--- src/pgmh_pkg.sv ---
// ============================================================================
// pgmh_pkg: shared types and constants of the PGM pixel histogram core
// Holds the transaction structs, the command codes, the parser phases and
// the sizing constants that the parser, the bin store and the top level use.
// ============================================================================
package pgmh_pkg;

    // Histogram geometry.
    localparam int NUM_BINS     = 256;
    localparam int BIN_IDX_BITS = 8;

    // Width of the bin count field in a result transaction.
    localparam int BIN_COUNT_W = 24;

    // Default storage width of one bin counter.
    localparam int COUNT_BITS_DEF = 24;

    // Number of maxval bytes skipped after the height.
    localparam int MAXVAL_SKIP = 4;

    // Field widths.
    localparam int CMD_W   = 2;
    localparam int BYTE_W  = 8;
    localparam int DIM_W   = 16;
    localparam int PHASE_W = 3;
    localparam int BCNT_W  = 3;
    localparam int PIX_W   = 32;

    // Command codes.
    localparam logic [CMD_W-1:0] CMD_BYTE  = 2'd0;
    localparam logic [CMD_W-1:0] CMD_READ  = 2'd1;
    localparam logic [CMD_W-1:0] CMD_START = 2'd2;

    // Parser phases.
    typedef enum logic [PHASE_W-1:0] {
        PH_MAGIC  = 3'd0,
        PH_SEP    = 3'd1,
        PH_WIDTH  = 3'd2,
        PH_HEIGHT = 3'd3,
        PH_MAXVAL = 3'd4,
        PH_PIXELS = 3'd5,
        PH_DONE   = 3'd6
    } t_phase;

    // One input transaction.
    typedef struct packed {
        logic [CMD_W-1:0]        cmd;
        logic [BYTE_W-1:0]       byte_in;
        logic [BIN_IDX_BITS-1:0] bin_index;
    } t_in_item;

    // One result transaction.
    typedef struct packed {
        logic [BIN_COUNT_W-1:0] bin_count;
        logic [DIM_W-1:0]       image_width;
        logic [DIM_W-1:0]       image_height;
        logic [PHASE_W-1:0]     phase;
        logic                   format_error;
    } t_out_item;

    // Parser state as seen after one transaction.
    typedef struct packed {
        logic [DIM_W-1:0] width;
        logic [DIM_W-1:0] height;
        t_phase           phase;
        logic             format_error;
    } t_parse_status;

    // Request from the parser to the bin store.
    typedef struct packed {
        logic                    clear;
        logic                    inc;
        logic                    rd;
        logic [BIN_IDX_BITS-1:0] addr;
    } t_bin_req;

    // Pipeline control from the top level.
    typedef struct packed {
        logic accept;
        logic advance;
    } t_pipe_ctrl;

endpackage

--- src/pgmh_parser.sv ---
// ============================================================================
// pgmh_parser: PGM header parser
// Walks the magic, separator, width, height and maxval fields of a P5 file,
// then counts down the pixel bytes and issues one bin request per
// transaction.
// ============================================================================
module pgmh_parser (
    input  logic                   i_clk,
    input  logic                   i_rst_n,
    input  logic                   i_accept,
    input  pgmh_pkg::t_in_item     i_item,
    output pgmh_pkg::t_parse_status o_status,
    output pgmh_pkg::t_bin_req     o_req
);

    localparam logic [pgmh_pkg::BYTE_W-1:0] MAGIC_P    = 8'h50;
    localparam logic [pgmh_pkg::BYTE_W-1:0] MAGIC_5    = 8'h35;
    localparam logic [pgmh_pkg::BYTE_W-1:0] CH_SPACE   = 8'h20;
    localparam logic [pgmh_pkg::BYTE_W-1:0] CH_NEWLINE = 8'h0A;
    localparam logic [pgmh_pkg::BYTE_W-1:0] CH_ZERO    = 8'h30;
    localparam logic [pgmh_pkg::BYTE_W-1:0] CH_NINE    = 8'h39;
    localparam logic [pgmh_pkg::DIM_W-1:0]  DIM_MAX    = '1;
    localparam logic [pgmh_pkg::BCNT_W-1:0] SKIP_LAST  =
        pgmh_pkg::BCNT_W'(pgmh_pkg::MAXVAL_SKIP);

    // Append one decimal digit; non-digits count as zero, result saturates.
    function automatic logic [pgmh_pkg::DIM_W-1:0] add_digit(
        input logic [pgmh_pkg::DIM_W-1:0]  acc,
        input logic [pgmh_pkg::BYTE_W-1:0] b
    );
        logic [3:0]                   d;
        logic [pgmh_pkg::DIM_W+3:0]   v;
        d = (b >= CH_ZERO && b <= CH_NINE) ? 4'(b - CH_ZERO) : 4'd0;
        v = {1'b0, acc, 3'b000} + {3'b000, acc, 1'b0} + {{pgmh_pkg::DIM_W{1'b0}}, d};
        add_digit = (v > {4'b0000, DIM_MAX}) ? DIM_MAX : v[pgmh_pkg::DIM_W-1:0];
    endfunction

    pgmh_pkg::t_phase                r_phase, n_phase;
    logic [pgmh_pkg::BCNT_W-1:0]     r_bcnt, n_bcnt;
    logic [pgmh_pkg::DIM_W-1:0]      r_width, n_width;
    logic [pgmh_pkg::DIM_W-1:0]      r_height, n_height;
    logic [pgmh_pkg::PIX_W-1:0]      r_pix_left, n_pix_left;
    logic                            r_err, n_err;
    logic [pgmh_pkg::BCNT_W-1:0]     bcnt_inc;
    logic [pgmh_pkg::PIX_W-1:0]      pix_total;
    logic                            pixel_byte;

    // Parser state registers.
    always_ff @(posedge i_clk) begin
        if (!i_rst_n) begin
            r_phase    <= pgmh_pkg::PH_MAGIC;
            r_bcnt     <= '0;
            r_width    <= '0;
            r_height   <= '0;
            r_pix_left <= '0;
            r_err      <= 1'b0;
        end else if (i_accept) begin
            r_phase    <= n_phase;
            r_bcnt     <= n_bcnt;
            r_width    <= n_width;
            r_height   <= n_height;
            r_pix_left <= n_pix_left;
            r_err      <= n_err;
        end
    end

    assign bcnt_inc  = r_bcnt + {{(pgmh_pkg::BCNT_W-1){1'b0}}, 1'b1};
    assign pix_total = {{pgmh_pkg::DIM_W{1'b0}}, r_width} *
                       {{pgmh_pkg::DIM_W{1'b0}}, r_height};

    // Next-state logic for one transaction.
    always_comb begin
        n_phase    = r_phase;
        n_bcnt     = r_bcnt;
        n_width    = r_width;
        n_height   = r_height;
        n_pix_left = r_pix_left;
        n_err      = r_err;
        pixel_byte = 1'b0;
        unique case (i_item.cmd)
            pgmh_pkg::CMD_START: begin
                n_phase    = pgmh_pkg::PH_MAGIC;
                n_bcnt     = '0;
                n_width    = '0;
                n_height   = '0;
                n_pix_left = '0;
                n_err      = 1'b0;
            end
            pgmh_pkg::CMD_BYTE: begin
                if (!r_err) begin
                    unique case (r_phase)
                        pgmh_pkg::PH_MAGIC: begin
                            if (i_item.byte_in != ((r_bcnt == '0) ? MAGIC_P : MAGIC_5)) begin
                                n_err = 1'b1;
                            end else if (r_bcnt == '0) begin
                                n_bcnt = 3'd1;
                            end else begin
                                n_bcnt  = '0;
                                n_phase = pgmh_pkg::PH_SEP;
                            end
                        end
                        pgmh_pkg::PH_SEP: begin
                            n_phase = pgmh_pkg::PH_WIDTH;
                        end
                        pgmh_pkg::PH_WIDTH: begin
                            if (i_item.byte_in == CH_SPACE) begin
                                n_phase = pgmh_pkg::PH_HEIGHT;
                            end else begin
                                n_width = add_digit(r_width, i_item.byte_in);
                            end
                        end
                        pgmh_pkg::PH_HEIGHT: begin
                            if (i_item.byte_in == CH_NEWLINE) begin
                                n_phase = pgmh_pkg::PH_MAXVAL;
                                n_bcnt  = '0;
                            end else begin
                                n_height = add_digit(r_height, i_item.byte_in);
                            end
                        end
                        pgmh_pkg::PH_MAXVAL: begin
                            if (bcnt_inc >= SKIP_LAST) begin
                                n_bcnt     = '0;
                                n_pix_left = pix_total;
                                n_phase    = (pix_total != '0) ? pgmh_pkg::PH_PIXELS
                                                               : pgmh_pkg::PH_DONE;
                            end else begin
                                n_bcnt = bcnt_inc;
                            end
                        end
                        pgmh_pkg::PH_PIXELS: begin
                            pixel_byte = 1'b1;
                            n_pix_left = r_pix_left - {{(pgmh_pkg::PIX_W-1){1'b0}}, 1'b1};
                            if (r_pix_left == {{(pgmh_pkg::PIX_W-1){1'b0}}, 1'b1}) begin
                                n_phase = pgmh_pkg::PH_DONE;
                            end
                        end
                        default: begin
                        end
                    endcase
                end
            end
            default: begin
            end
        endcase
    end

    // Status after the transaction and the request to the bin store.
    assign o_status.width        = n_width;
    assign o_status.height       = n_height;
    assign o_status.phase        = n_phase;
    assign o_status.format_error = n_err;

    assign o_req.clear = (i_item.cmd == pgmh_pkg::CMD_START);
    assign o_req.inc   = pixel_byte;
    assign o_req.rd    = (i_item.cmd == pgmh_pkg::CMD_READ);
    assign o_req.addr  = (i_item.cmd == pgmh_pkg::CMD_READ) ? i_item.bin_index
                                                            : i_item.byte_in;

endmodule

--- config.mk ---
export PLATFORM = sky130hd
export DESIGN_NAME = pgmh_parser
export DESIGN_NICKNAME = d
export VERILOG_FILES = /design/src/pgmh_pkg.sv /design/src/pgmh_parser.sv
export SDC_FILE = /design/constraint.sdc
export NUM_CORES = 1
export LEC_CHECK = 0
export BUFFER_PORTS_ARGS = -buffer_cell sky130_fd_sc_hd__buf_2
export CAP_MARGIN = 25
export CORE_MARGIN = 2
export CORE_UTILIZATION = 40
export CTS_CLUSTER_DIAMETER = 200
export DETAILED_ROUTE_END_ITERATION = 12
export PLACE_DENSITY_LB_ADDON = 0.15
export SLEW_MARGIN = 20
export SYNTH_ARGS = -nofsm -noshare
export SYNTH_HDL_FRONTEND = slang
export SYNTH_SLANG_ARGS = --single-unit
--- constraint.sdc ---
create_clock -name i_clk -period 9.55 [get_ports i_clk]
set_input_delay 0.4775 -clock i_clk [delete_from_list [all_inputs] [get_ports i_clk]]
set_output_delay 0.4775 -clock i_clk [all_outputs]
set_load 0.02 [all_outputs]
==> results of run 1 <==
[cell usage after synthesis (8+ instances only)]
library cell,n
a2111oi_0,8
a211oi_1,12
a21o_1,28
a21oi_1,124
a31oi_1,26
and2_1,107
and3_1,9
buf_2,8
clkbuf_1,101
dfxtp_1,71
fa_1,198
ha_1,170
inv_1,222
mux2_2,9
nand2_1,262
nand2b_1,18
nand3_1,38
nand4_1,15
nor2_1,127
nor2b_1,12
nor3_1,23
nor3b_1,14
nor4_1,22
o2111ai_1,14
o211a_1,9
o211ai_1,11
o21a_1,10
o21ai_0,107
o21bai_1,8
or3_1,11
xnor2_1,24
xor2_1,29
[cells by family (layout without fill, tap and decap cells)]
| group | after synthesis | in the layout | synth area share |
|---|---|---|---|
| compound gates | 409 | 409 | 0.168 |
| xor+xnor | 53 | 53 | 0.0301 |
| fa+ha+maj | 368 | 368 | 0.395 |
| buf+inv | 339 | 329 | 0.0852 |
| flops | 71 | 71 | 0.0922 |
| mux | 14 | 14 | 0.00982 |
| simple gates | 692 | 692 | 0.220 |
[power breakdown]
group	switching (uW)	internal, uW
Combinational	35.4	13.5
Sequential	1.11	297
Clock	147	209
Total	183	519
[layout make-up]
class	count	share of cell area
multi-input combinational	1536	0.773
sequential	71	0.0865
inverter	223	0.0509
tap	511	0.0389
timing repair buffer	90	0.0327
clock buffer	11	0.0148
clock inverter	5	0.00350
[sequential cells by signal, indices dropped and copies added, names as in the netlist]
register	flops
r_phase	3
r_bcnt	3
r_height	16
r_err	1
r_pix_left	32
r_width	16
[how the worst max path moves through the flow]
stage / to / depth (start not counted)
2_1_floorplan: o_status[2] / 23
3_3_place_gp: o_status[2] / 21
3_5_place_dp: o_status[2] / 21
4_1_cts: o_status[2] / 21
5_1_grt: o_status[2] / 21
6_report: o_status[2] / 21
[layout by cell type (no fill, tap or decap), drive strengths merged, types with 28 or more instances in the layout]
cell     n
nand2  262
inv    222
fa     198
ha     170
nor2   127
a21oi  125
o21ai  110
and2   109
buf     90
dfxtp   71
nand3   38
xor2    29
a21o    28
[stage by stage]
step	worst slack (ps)	hold slack (ps)	instance area (um^2)	std cells	total power, uW
final	1040	433	16400	2447	703
after floorplan	2730	449	15400	1946	333
after detailed placement	1640	474	16100	2427	353
after global placement	1640	462	16100	2427	353
after CTS	1210	426	16400	2443	709
after global routing	777	443	16400	2447	723
[per-layer routing]
layer	up-vias	wire length, um	track usage
li1	6496	-	-
met5	-	0	0
met4	0	748	0.0571
met1	6874	21700	0.341
met2	435	21100	0.373
met3	48	2770	0.0304
[critical path, stage by stage, from the launching register on]
cell	delay [ps]
dfxtp_1	1000
nand2_1	190
fa_1	550
fa_1	550
inv_1	50
fa_1	500
inv_1	50
fa_1	580
fa_1	440
fa_1	500
inv_1	50
ha_1	380
nand2_1	160
o21ai_0	460
nor4_1	90
a2111oi_0	770
o211ai_1	280
o221ai_1	170
nor4b_1	80
and4_1	280
a221o_1	320
buf_2	170
==> impl_results.md, run 1 <==
* Status: completed
* Worst Hold Class: input pin to flop
* Post-synth top flop: dfxtp_1
* PortBufs at 67
* CTS clk-pin slew, worst paths at 70 ps
* Clk buf depth at 2
* Setup TNS at 0 ps
* Area occupied by multi-input gates at 12700 um^2
* Row count at 71
* Total congestion overflow at 0
* First drt pass iteration count at 5
* Synth unique cells at 81
* Initial DRC Count at 982
* WP data required at 9070 ps
* Layout cell share with drive strength beyond 1 at 0.0723
* Max capacitance violation total at 0
* Yosys top cell area share at 0.257
* Post-CTS Setup Bufs at 0
* Worst slew pin tran at 1130 ps
* Pleak at 0.00721 uW
* Chip Height at 200 um
* Initial antenna violation count at 0
* Power per standard cell area at 42.7 nW/um^2
* Peak Freq at 118 MHz
* EDFF count, synth at 0
* Root buf cell: clkbuf_16
* Cts bufs inserted at 9
* # setup viols final at 0
* Clock sinks at 71
* Fin. Hold Viols at 0
* Ys async rst share at 0
* Period utilisation layout at 0.891
* Average wire per cell in the routed design at 18.9 um
* Crit. End Element: output pin
* Synthesis-to-finish area growth at 6.58%
* Syn. warnings at 0
* Post-CTS sizing at 0
* R2R Setup Slk at 2030 ps
* Hold Crit Endpoint: r_width[0]$_SDFFE_PN0P_
* CP startpoint kind: flop
* Hold_sp: i_item[8]
* Gpl congestion at 0.914
* Tmin final at 8510 ps
* Die Area at 40100 um^2
* Final Util at 0.434
* Die Span X at 200 um
* Cell area after synthesis at 15400 um^2
* DRC at 0
* Worst Path Arrival at 8030 ps
* Setup crit start: r_height[3]$_SDFFE_PN0P_
* Avg Inst Size Synth at 7.92 um^2
* Final Max Slew Viols at 0
* #FFs+latches synth at 71
* Core area at 37800 um^2
* Reg2reg path depth at 20
* Worst-Skew Late Latency at 360 ps
* Routed Wire Length at 46300 um
* Register Area at 1420 um^2
* Filler Cell Count at 3962
* Syn Nets at 2335
* Yosys top cell by area: fa_1
* WHS Path Cells at 3
* Via count at 13900
* VDD IR-drop max at 85.6 uV
* H-tree depth at 3
* Final net count at 2320
* Vias in the first global route at 14000
* Largest net degree at the start of global routing at 39
* Avg Vias per Cell at 5.66
* CTS Hold Bufs at 0
* Crit Path Max Fanout at 21
* CTS tree: built
* RSZ-0062 raised after global routing: no
* ANT cells at 0
* IO Pins at 68
* CP Class: flop to output pin
* Routed Antenna Nets at 0
* Max_slew headroom at 0.248
* Dpl hpwl at 35800 um
* Initial core utilization at 0.407
* RR Startpoint: r_height[3]$_SDFFE_PN0P_
* First-pass GRT wire length at 76600 um
* Final Skew at 9.89 ps
* Synth top area cells: fa_1 26%, ha_1 14%, dfxtp_1 9.2%
* Register area share after synthesis at 0.0922
* Gr usage total at 0.235
* Post-Synthesis Cells at 1946
* Worst r2r dst: r_phase[0]$_SDFFE_PN0P_
(Power assumes the default switching activity.)
==> run 2: changes to the inputs <==
==> constraint.sdc (replaced) <==
create_clock -name i_clk -period 7.5 [get_ports i_clk]
set_input_delay 0.375 -clock i_clk [delete_from_list [all_inputs] [get_ports i_clk]]
set_output_delay 0.375 -clock i_clk [all_outputs]
set_load 0.02 [all_outputs]
==> run 2 against run 1 <==
Die area is the same. Critical endpoint unchanged. Final area grew 3.2%. Flip-flop and latch count is the same. Highest routed layer unchanged. Clock-buffer cell count is the same. Largest power group unchanged. Clock skew grew 0.55 ps. Combinational power grew 29%. Global-route usage grew 1.1 points. Power grew 26%. Critical path depth shrank 1.
==> impl_results.md, run 2 (synthesis gave the netlist of run 1 again) <==
* RSZ-0062 raised after global routing: no
* PortBufs at 67 (unchanged)
* VDD IR-drop max at 98.0 uV (+15%)
* Avg Vias per Cell at 5.62 (-0.68%)
* Status: completed
* Fin cells at 2499 (+2.1%)
* Cell count after placement at 2482 (+2.3%)
* Crit Path Max Fanout at 18 (-14%)
* Final Skew at 10.4 ps (+0.545 ps)
* Period utilisation layout at 0.964
* Total congestion overflow at 0 (unchanged)
* Clock sinks at 71 (unchanged)
* First drt pass iteration count at 6 (+1)
* Die Span X at 200 um (unchanged)
* Chip Height at 200 um (unchanged)
* Worst hold slack at 367 ps (-66.3 ps)
* ANT cells at 0 (unchanged)
* Crit-path cells: buf_12, nand2_1, fa_1, fa_1, fa_1, fa_1, fa_1, fa_1, inv_1, ha_1, a21oi_2, nor2b_1, nor3_2, nand2_1, xor2_1, or4_1, nor4_2, and4_4, a221o_1, buf_2
* Peak Freq at 138 MHz
* Core area at 37800 um^2 (unchanged)
* Initial antenna violation count at 1 (+1)
* Commonest non-fill, non-tap cell in the layout: nand2_1
* CP max-delay cell: fa_1
* First-pass GRT wire length at 78800 um (+2.8%)
* DRC at 0 (unchanged)
* CTS clk-pin slew, worst paths at 60 ps (about the same)
* Final Max Slew Viols at 0 (unchanged)
* Crit path buffers/inverters at 3 (-1)
* Routed Antenna Nets at 0 (unchanged)
* Crit-path leading delay family: adder cells
* Worst Hold Class: input pin to flop
* Worst Path Arrival at 6850 ps (-1180 ps)
* Root buf cell: clkbuf_16
* Top reg by flops: r_pix_left
* # setup viols final at 0 (unchanged)
* Dpl hpwl at 39000 um (+8.8%)
* Commonest non-fill, non-tap cells in the layout: 262 x nand2_1, 222 x inv_1, 198 x fa_1
* Max reg flops at 32 (unchanged)
* Clk buf depth at 2 (unchanged)
* Pleak at 0.00753 uW (+4.4%)
* Max capacitance violation total at 0 (unchanged)
* Worst slew pin tran at 986 ps (-140 ps)
* Most numerous cell on the critical path: fa_1
* Layout cell share with drive strength beyond 1 at 0.116 (+0.0434)
* Gpl congestion at 0.903 (-1.2%)
* Regs by FF count: r_pix_left x32, r_height x16, r_width x16
* Die Area at 40100 um^2 (unchanged)
* Largest net degree at the start of global routing at 39 (unchanged)
* IO Pins at 68 (unchanged)
* CP startpoint kind: flop
* Max_slew headroom at 0.342 (+0.0939)
* Worst-Skew Late Latency at 360 ps (about the same)
* Cts bufs inserted at 9 (unchanged)
* Tmin final at 7230 ps
* Crit. End Element: output pin
* Synthesis-to-finish area growth at 9.98%
* Setup TNS at 0 ps (unchanged)
* Vias in the first global route at 14200 (+1.8%)
* Row count at 71 (unchanged)
* CP Class: flop to output pin
* Routed Wire Length at 48600 um (+4.9%)
* CTS tree: built
* Fin. Hold Viols at 0 (unchanged)
* WP data required at 7120 ps (-1950 ps)
* Power per standard cell area at 52.3 nW/um^2 (+22%)
* CP max stage delay at 580 ps (-420 ps)
* Average wire per cell in the routed design at 19.5 um (+2.7%)
* Initial DRC Count at 833 (-15%)
* Via count at 14100 (+1.4%)
* Gr usage total at 0.246 (+0.0109)
* CTS Hold Bufs at 0 (unchanged)
* Final Util at 0.448 (+0.0139)
* H-tree depth at 3 (unchanged)
* Initial core utilization at 0.407 (unchanged)
* Final net count at 2372 (+2.2%)
==> run 2: changes by cell type in the layout (fill, tap and decap cells not counted), moves of 2 or more <==
cell	change
buf_4	+50
dfxtp_4	+5
buf_12	+4
ha_2	+3
o21ai_0	-2
ha_1	-3
dfxtp_1	-23
a21oi_1	-4
nor3_2	+2
buf_8	-4
nor3_1	-2
a21oi_2	+4
dfxtp_2	+18
==> run 2: metal layers <==
layer / share of wire / global-route usage
met1: 0.46 / 0.348
met2: 0.45 / 0.393
met3: 0.056 / 0.0312
met4: 0.027 / 0.0759
met5: 0 / 0
==> run 2: final cells by class <==
cell class / count / area, um^2
Timing Repair Buffer: 142 / 950
Multi-Input combinational cell: 1536 / 12800
Sequential cell: 71 / 1460
Clock buffer: 11 / 243
Inverter: 223 / 837
Clock inverter: 5 / 57.6
Fill cell: 3856 / 20900
Tap cell: 511 / 639
==> run 2: repair_timing <==
| item | 4_1_cts | 5_1_grt |
|---|---|---|
| setup endpoints to repair | 2 | 2 |
| pin swaps | 0 | 1 |
| setup buffers | 0 | 0 |
| gates resized for setup | 14 | 36 |
==> run 2: tightest hold or removal path, delay by kind of cell <==
kind / cells / cell delay [ps]
buf+inv: 1 / 140
simple gates: 1 / 90
compound gates: 1 / 70
==> run 2: metrics by stage <==
| step | setup WS (ps) | power, uW | cell area, um^2 |
|---|---|---|---|
| floorplan | 780 | 424 | 15400 |
| global placement | 202 | 450 | 16500 |
| detailed placement | 205 | 450 | 16500 |
| CTS | 15.7 | 898 | 16800 |
| global route | 8.29 | 916 | 17000 |
| finish | 270 | 887 | 17000 |
==> run 2: power by group <==
group          internal [uW]  switching [uW]
logic                   17.6            45.5
clock network            266             181
registers                376            1.44
==> run 2: path summary, 6_finish.rpt <==
check                                start                       to  slack, ps  depth (start not counted)
setup reg to reg  r_height[9]$_SDFFE_PN0P_  r_phase[0]$_SDFFE_PN0P_       1010                         20
hold / removal                   i_item[8]  r_width[0]$_SDFFE_PN0P_        370                          3
hold reg to reg     r_bcnt[1]$_SDFFE_PN0P_   r_bcnt[1]$_SDFFE_PN0P_        470                          2
setup / recovery  r_height[9]$_SDFFE_PN0P_              o_status[2]        270                         20
==> run 3: changes to the inputs <==
--- a/config.mk
+++ b/config.mk
@@ -5,7 +5,7 @@
 export SDC_FILE = /design/constraint.sdc
 export NUM_CORES = 1
 export LEC_CHECK = 0
-export BUFFER_PORTS_ARGS = -buffer_cell sky130_fd_sc_hd__buf_2
+export BUFFER_PORTS_ARGS = -buffer_cell sky130_fd_sc_hd__clkbuf_2
 export CAP_MARGIN = 25
 export CORE_MARGIN = 2
 export CORE_UTILIZATION = 40
==> run 3 against run 2 <==
Non-clock buffer count decreased by 5. Combinational power grew 3%. Global-route usage is essentially flat. Die area unchanged. First-iteration DRC count is 18% higher. Flip-flop and latch count unchanged. Worst setup slack worse by 15 ps. Maximum frequency shrank 0.20%. Register-to-register slack improved by 110 ps. Sequential power about the same.
==> impl_results.md, run 3 (synthesis gave the netlist of run 1 again) <==
* Status: completed
* Via count at 14200 (+1.4%)
* Vias in the first global route at 14200 (-0.67%)
* CTS Hold Bufs at 0 (unchanged)
* VDD IR-drop max at 117 uV (+20%)
* Gr usage total at 0.247 (about the same)
* Hold_sp: i_item[8]
* Final Util at 0.447 (-0.000760)
* Total congestion overflow at 0 (unchanged)
* Commonest non-fill, non-tap cells in the layout: 262 x nand2_1, 222 x inv_1, 198 x fa_1
* CTS tree: built
* Max_slew headroom at 0.330 (-0.0124)
* Filler Cell Count at 3905 (+1.3%)
* Max capacitance violation total at 0 (unchanged)
* Routed Antenna Nets at 0 (unchanged)
* Final Skew at 5.79 ps (-4.65 ps)
* Pleak at 0.00748 uW (-0.67%)
* Synthesis-to-finish area growth at 9.79%
* IO Pins at 68 (unchanged)
* Crit path buffers/inverters at 3 (unchanged)
* Met3 usage at 0.0291 (-0.00212)
* Routing usage on met1 at 0.342 (-0.00576)
* R2R Setup Slk at 1120 ps (+110 ps)
* Setup TNS at 0 ps (unchanged)
* DRC at 0 (unchanged)
* CP max stage delay at 570 ps (about the same)
* Avg Vias per Cell at 5.72 (+1.7%)
* Routed Wire Length at 49000 um (+0.79%)
* Period utilisation layout at 0.966 (+0.00195)
* Register Area at 1460 um^2 (-0.17%)
* Fin cells at 2491 (-0.32%)
* RR Startpoint: r_width[9]$_SDFFE_PN0P_
* Dpl hpwl at 38500 um (-1.3%)
* Most numerous cell on the critical path: fa_1
* # setup viols final at 0 (unchanged)
* Final net count at 2367 (-0.21%)
* WP data required at 7120 ps (about the same)
* Hold Crit Endpoint: r_width[0]$_SDFFE_PN0P_
* Met2 usage at 0.408 (+0.0149)
* Worst Path Arrival at 6870 ps (+20 ps)
* CTS clk-pin slew, worst paths at 60 ps (about the same)
* Worst Hold Class: input pin to flop
* First drt pass iteration count at 5 (-1)
* Crit. End Element: output pin
* Initial core utilization at 0.407 (unchanged)
* Crit-path cells: buf_6, nand2_1, fa_1, fa_1, fa_1, fa_1, fa_1, fa_1, inv_1, ha_1, nand4_1, nor3_2, a21bo_2, a211o_1, a31oi_1, or3b_2, a211oi_1, and4_4, a221o_1, clkbuf_2
* Layout cell share with drive strength beyond 1 at 0.112 (-0.00408)
* Sequential fraction of design power at 0.430 (+0.005)
* Global routing's busiest layer: met2
* Average wire per cell in the routed design at 19.7 um (+1.1%)
* Area occupied by multi-input gates at 12800 um^2 (about the same)
* Root buf cell: clkbuf_16
* First-pass GRT wire length at 78600 um (-0.25%)
* Regs by FF count: r_pix_left x32, r_height x16, r_width x16
* Power per standard cell area at 51.8 nW/um^2 (-0.94%)
* Reg2reg path depth at 19 (-5.0%)
* Row count at 71 (unchanged)
* Worst-Skew Late Latency at 370 ps (about the same)
* Crit-path leading delay family: adder cells
* WHS Path Cells at 3 (unchanged)
* Worst slew pin tran at 1000 ps (+15.9 ps)
* Top reg by flops: r_pix_left
* Max reg flops at 32 (unchanged)
* Chip Height at 200 um (unchanged)
* Clock sinks at 71 (unchanged)
* Final Max Slew Viols at 0 (unchanged)
* Gpl congestion at 0.889 (-1.5%)
* Worst hold slack at 324 ps (-42.5 ps)
* Initial antenna violation count at 1 (unchanged)
* CP max-delay cell: fa_1
* RSZ-0062 raised after global routing: no
* Die Span X at 200 um (unchanged)
* Cell-internal power at 645 uW (-2.1%)
* Clock share of power at 0.496 (-0.008)
* Initial DRC Count at 983 (+18%)
* Core area at 37800 um^2 (unchanged)
* Combinational power share at 0.074 (+0.003)
* H-tree depth at 3 (unchanged)
* Sw frac at 0.264 (+0.00758)
* CP startpoint kind: flop
* Die Area at 40100 um^2 (unchanged)
* PortBufs at 67 (unchanged)
* Worst r2r dst: r_phase[1]$_SDFFE_PN0P_
* Crit Path Max Fanout at 13 (-5)
* Peak Freq at 138 MHz (-0.20%)
* CP Class: flop to output pin
* Tmin final at 7240 ps (+14.6 ps)
* Clk buf depth at 2 (unchanged)
* Psw at 232 uW (+1.8%)
* Largest net degree at the start of global routing at 39 (unchanged)
* ANT cells at 0 (unchanged)
* Commonest non-fill, non-tap cell in the layout: nand2_1
* Cell count after placement at 2477 (-0.20%)
* Cts bufs inserted at 9 (unchanged)
* Fin. Hold Viols at 0 (unchanged)
run 3: changes by cell type in the layout (fill, tap and decap cells not counted), sizes merged:
| cell | previous run | this run |
|---|---|---|
| clkinvlp | 3 | 0 |
| buf | 141 | 70 |
| clkbuf | 12 | 78 |
run 3: worst min-delay path: stages:
cell	delay (ps)
clkbuf_2	130
nand3_1	80
a21oi_1	60
run 3: final cells by class:
class,instances,area share
inverter,223,0.0494
timing repair buffer,137,0.0562
tap,511,0.0378
clock inverter,2,0.00207
clock buffer,11,0.0137
sequential,71,0.0862
multi-input combinational,1536,0.755
run 3: timing repair:
action	4_1_cts	5_1_grt
cloned	0	0
endpoints found under the setup margin	2	2
buffers inserted	0	0
resized for setup	22	28
endpoints found under the hold margin	0	0
pin swaps	0	0
run 3: per-layer routing:
metal	wire, um	vias to the layer above
met5	9	-
met4	775	2
met3	3040	51
met2	23300	495
met1	21900	7101
li1	-	6596
run 3: how the worst max path moves through the flow:
stage,start,to,depth (start not counted)
after detailed placement,r_height[2]$_SDFFE_PN0P_,o_status[2],21
after floorplan,r_height[1]$_SDFFE_PN0P_,o_status[2],23
after global routing,r_height[1]$_SDFFE_PN0P_,o_status[2],22
after global placement,r_height[2]$_SDFFE_PN0P_,o_status[2],21
final,r_width[9]$_SDFFE_PN0P_,o_status[2],20
after CTS,r_height[8]$_SDFFE_PN0P_,o_status[2],20
run 3: through the flow:
stage	total power, uW	instance area [um^2]	setup WS, ps
6_report	877	16900	256
5_1_grt	904	16900	1.09
4_1_cts	892	16800	18.1
3_5_place_dp	451	16500	77.1
3_3_place_gp	450	16500	31.6
2_1_floorplan	424	15400	780
run 3: power by group through the flow:
| stage | Combinational (uW) | Clock (uW) | Sequential, uW |
|---|---|---|---|
| 2_1_floorplan | 37.7 | 0 | 386 |
| 3_3_place_gp | 63.0 | 0 | 387 |
| 3_5_place_dp | 63.4 | 0 | 387 |
| 4_1_cts | 63.6 | 450 | 378 |
| 5_1_grt | 69.8 | 457 | 377 |
| 6_report | 64.9 | 435 | 377 |
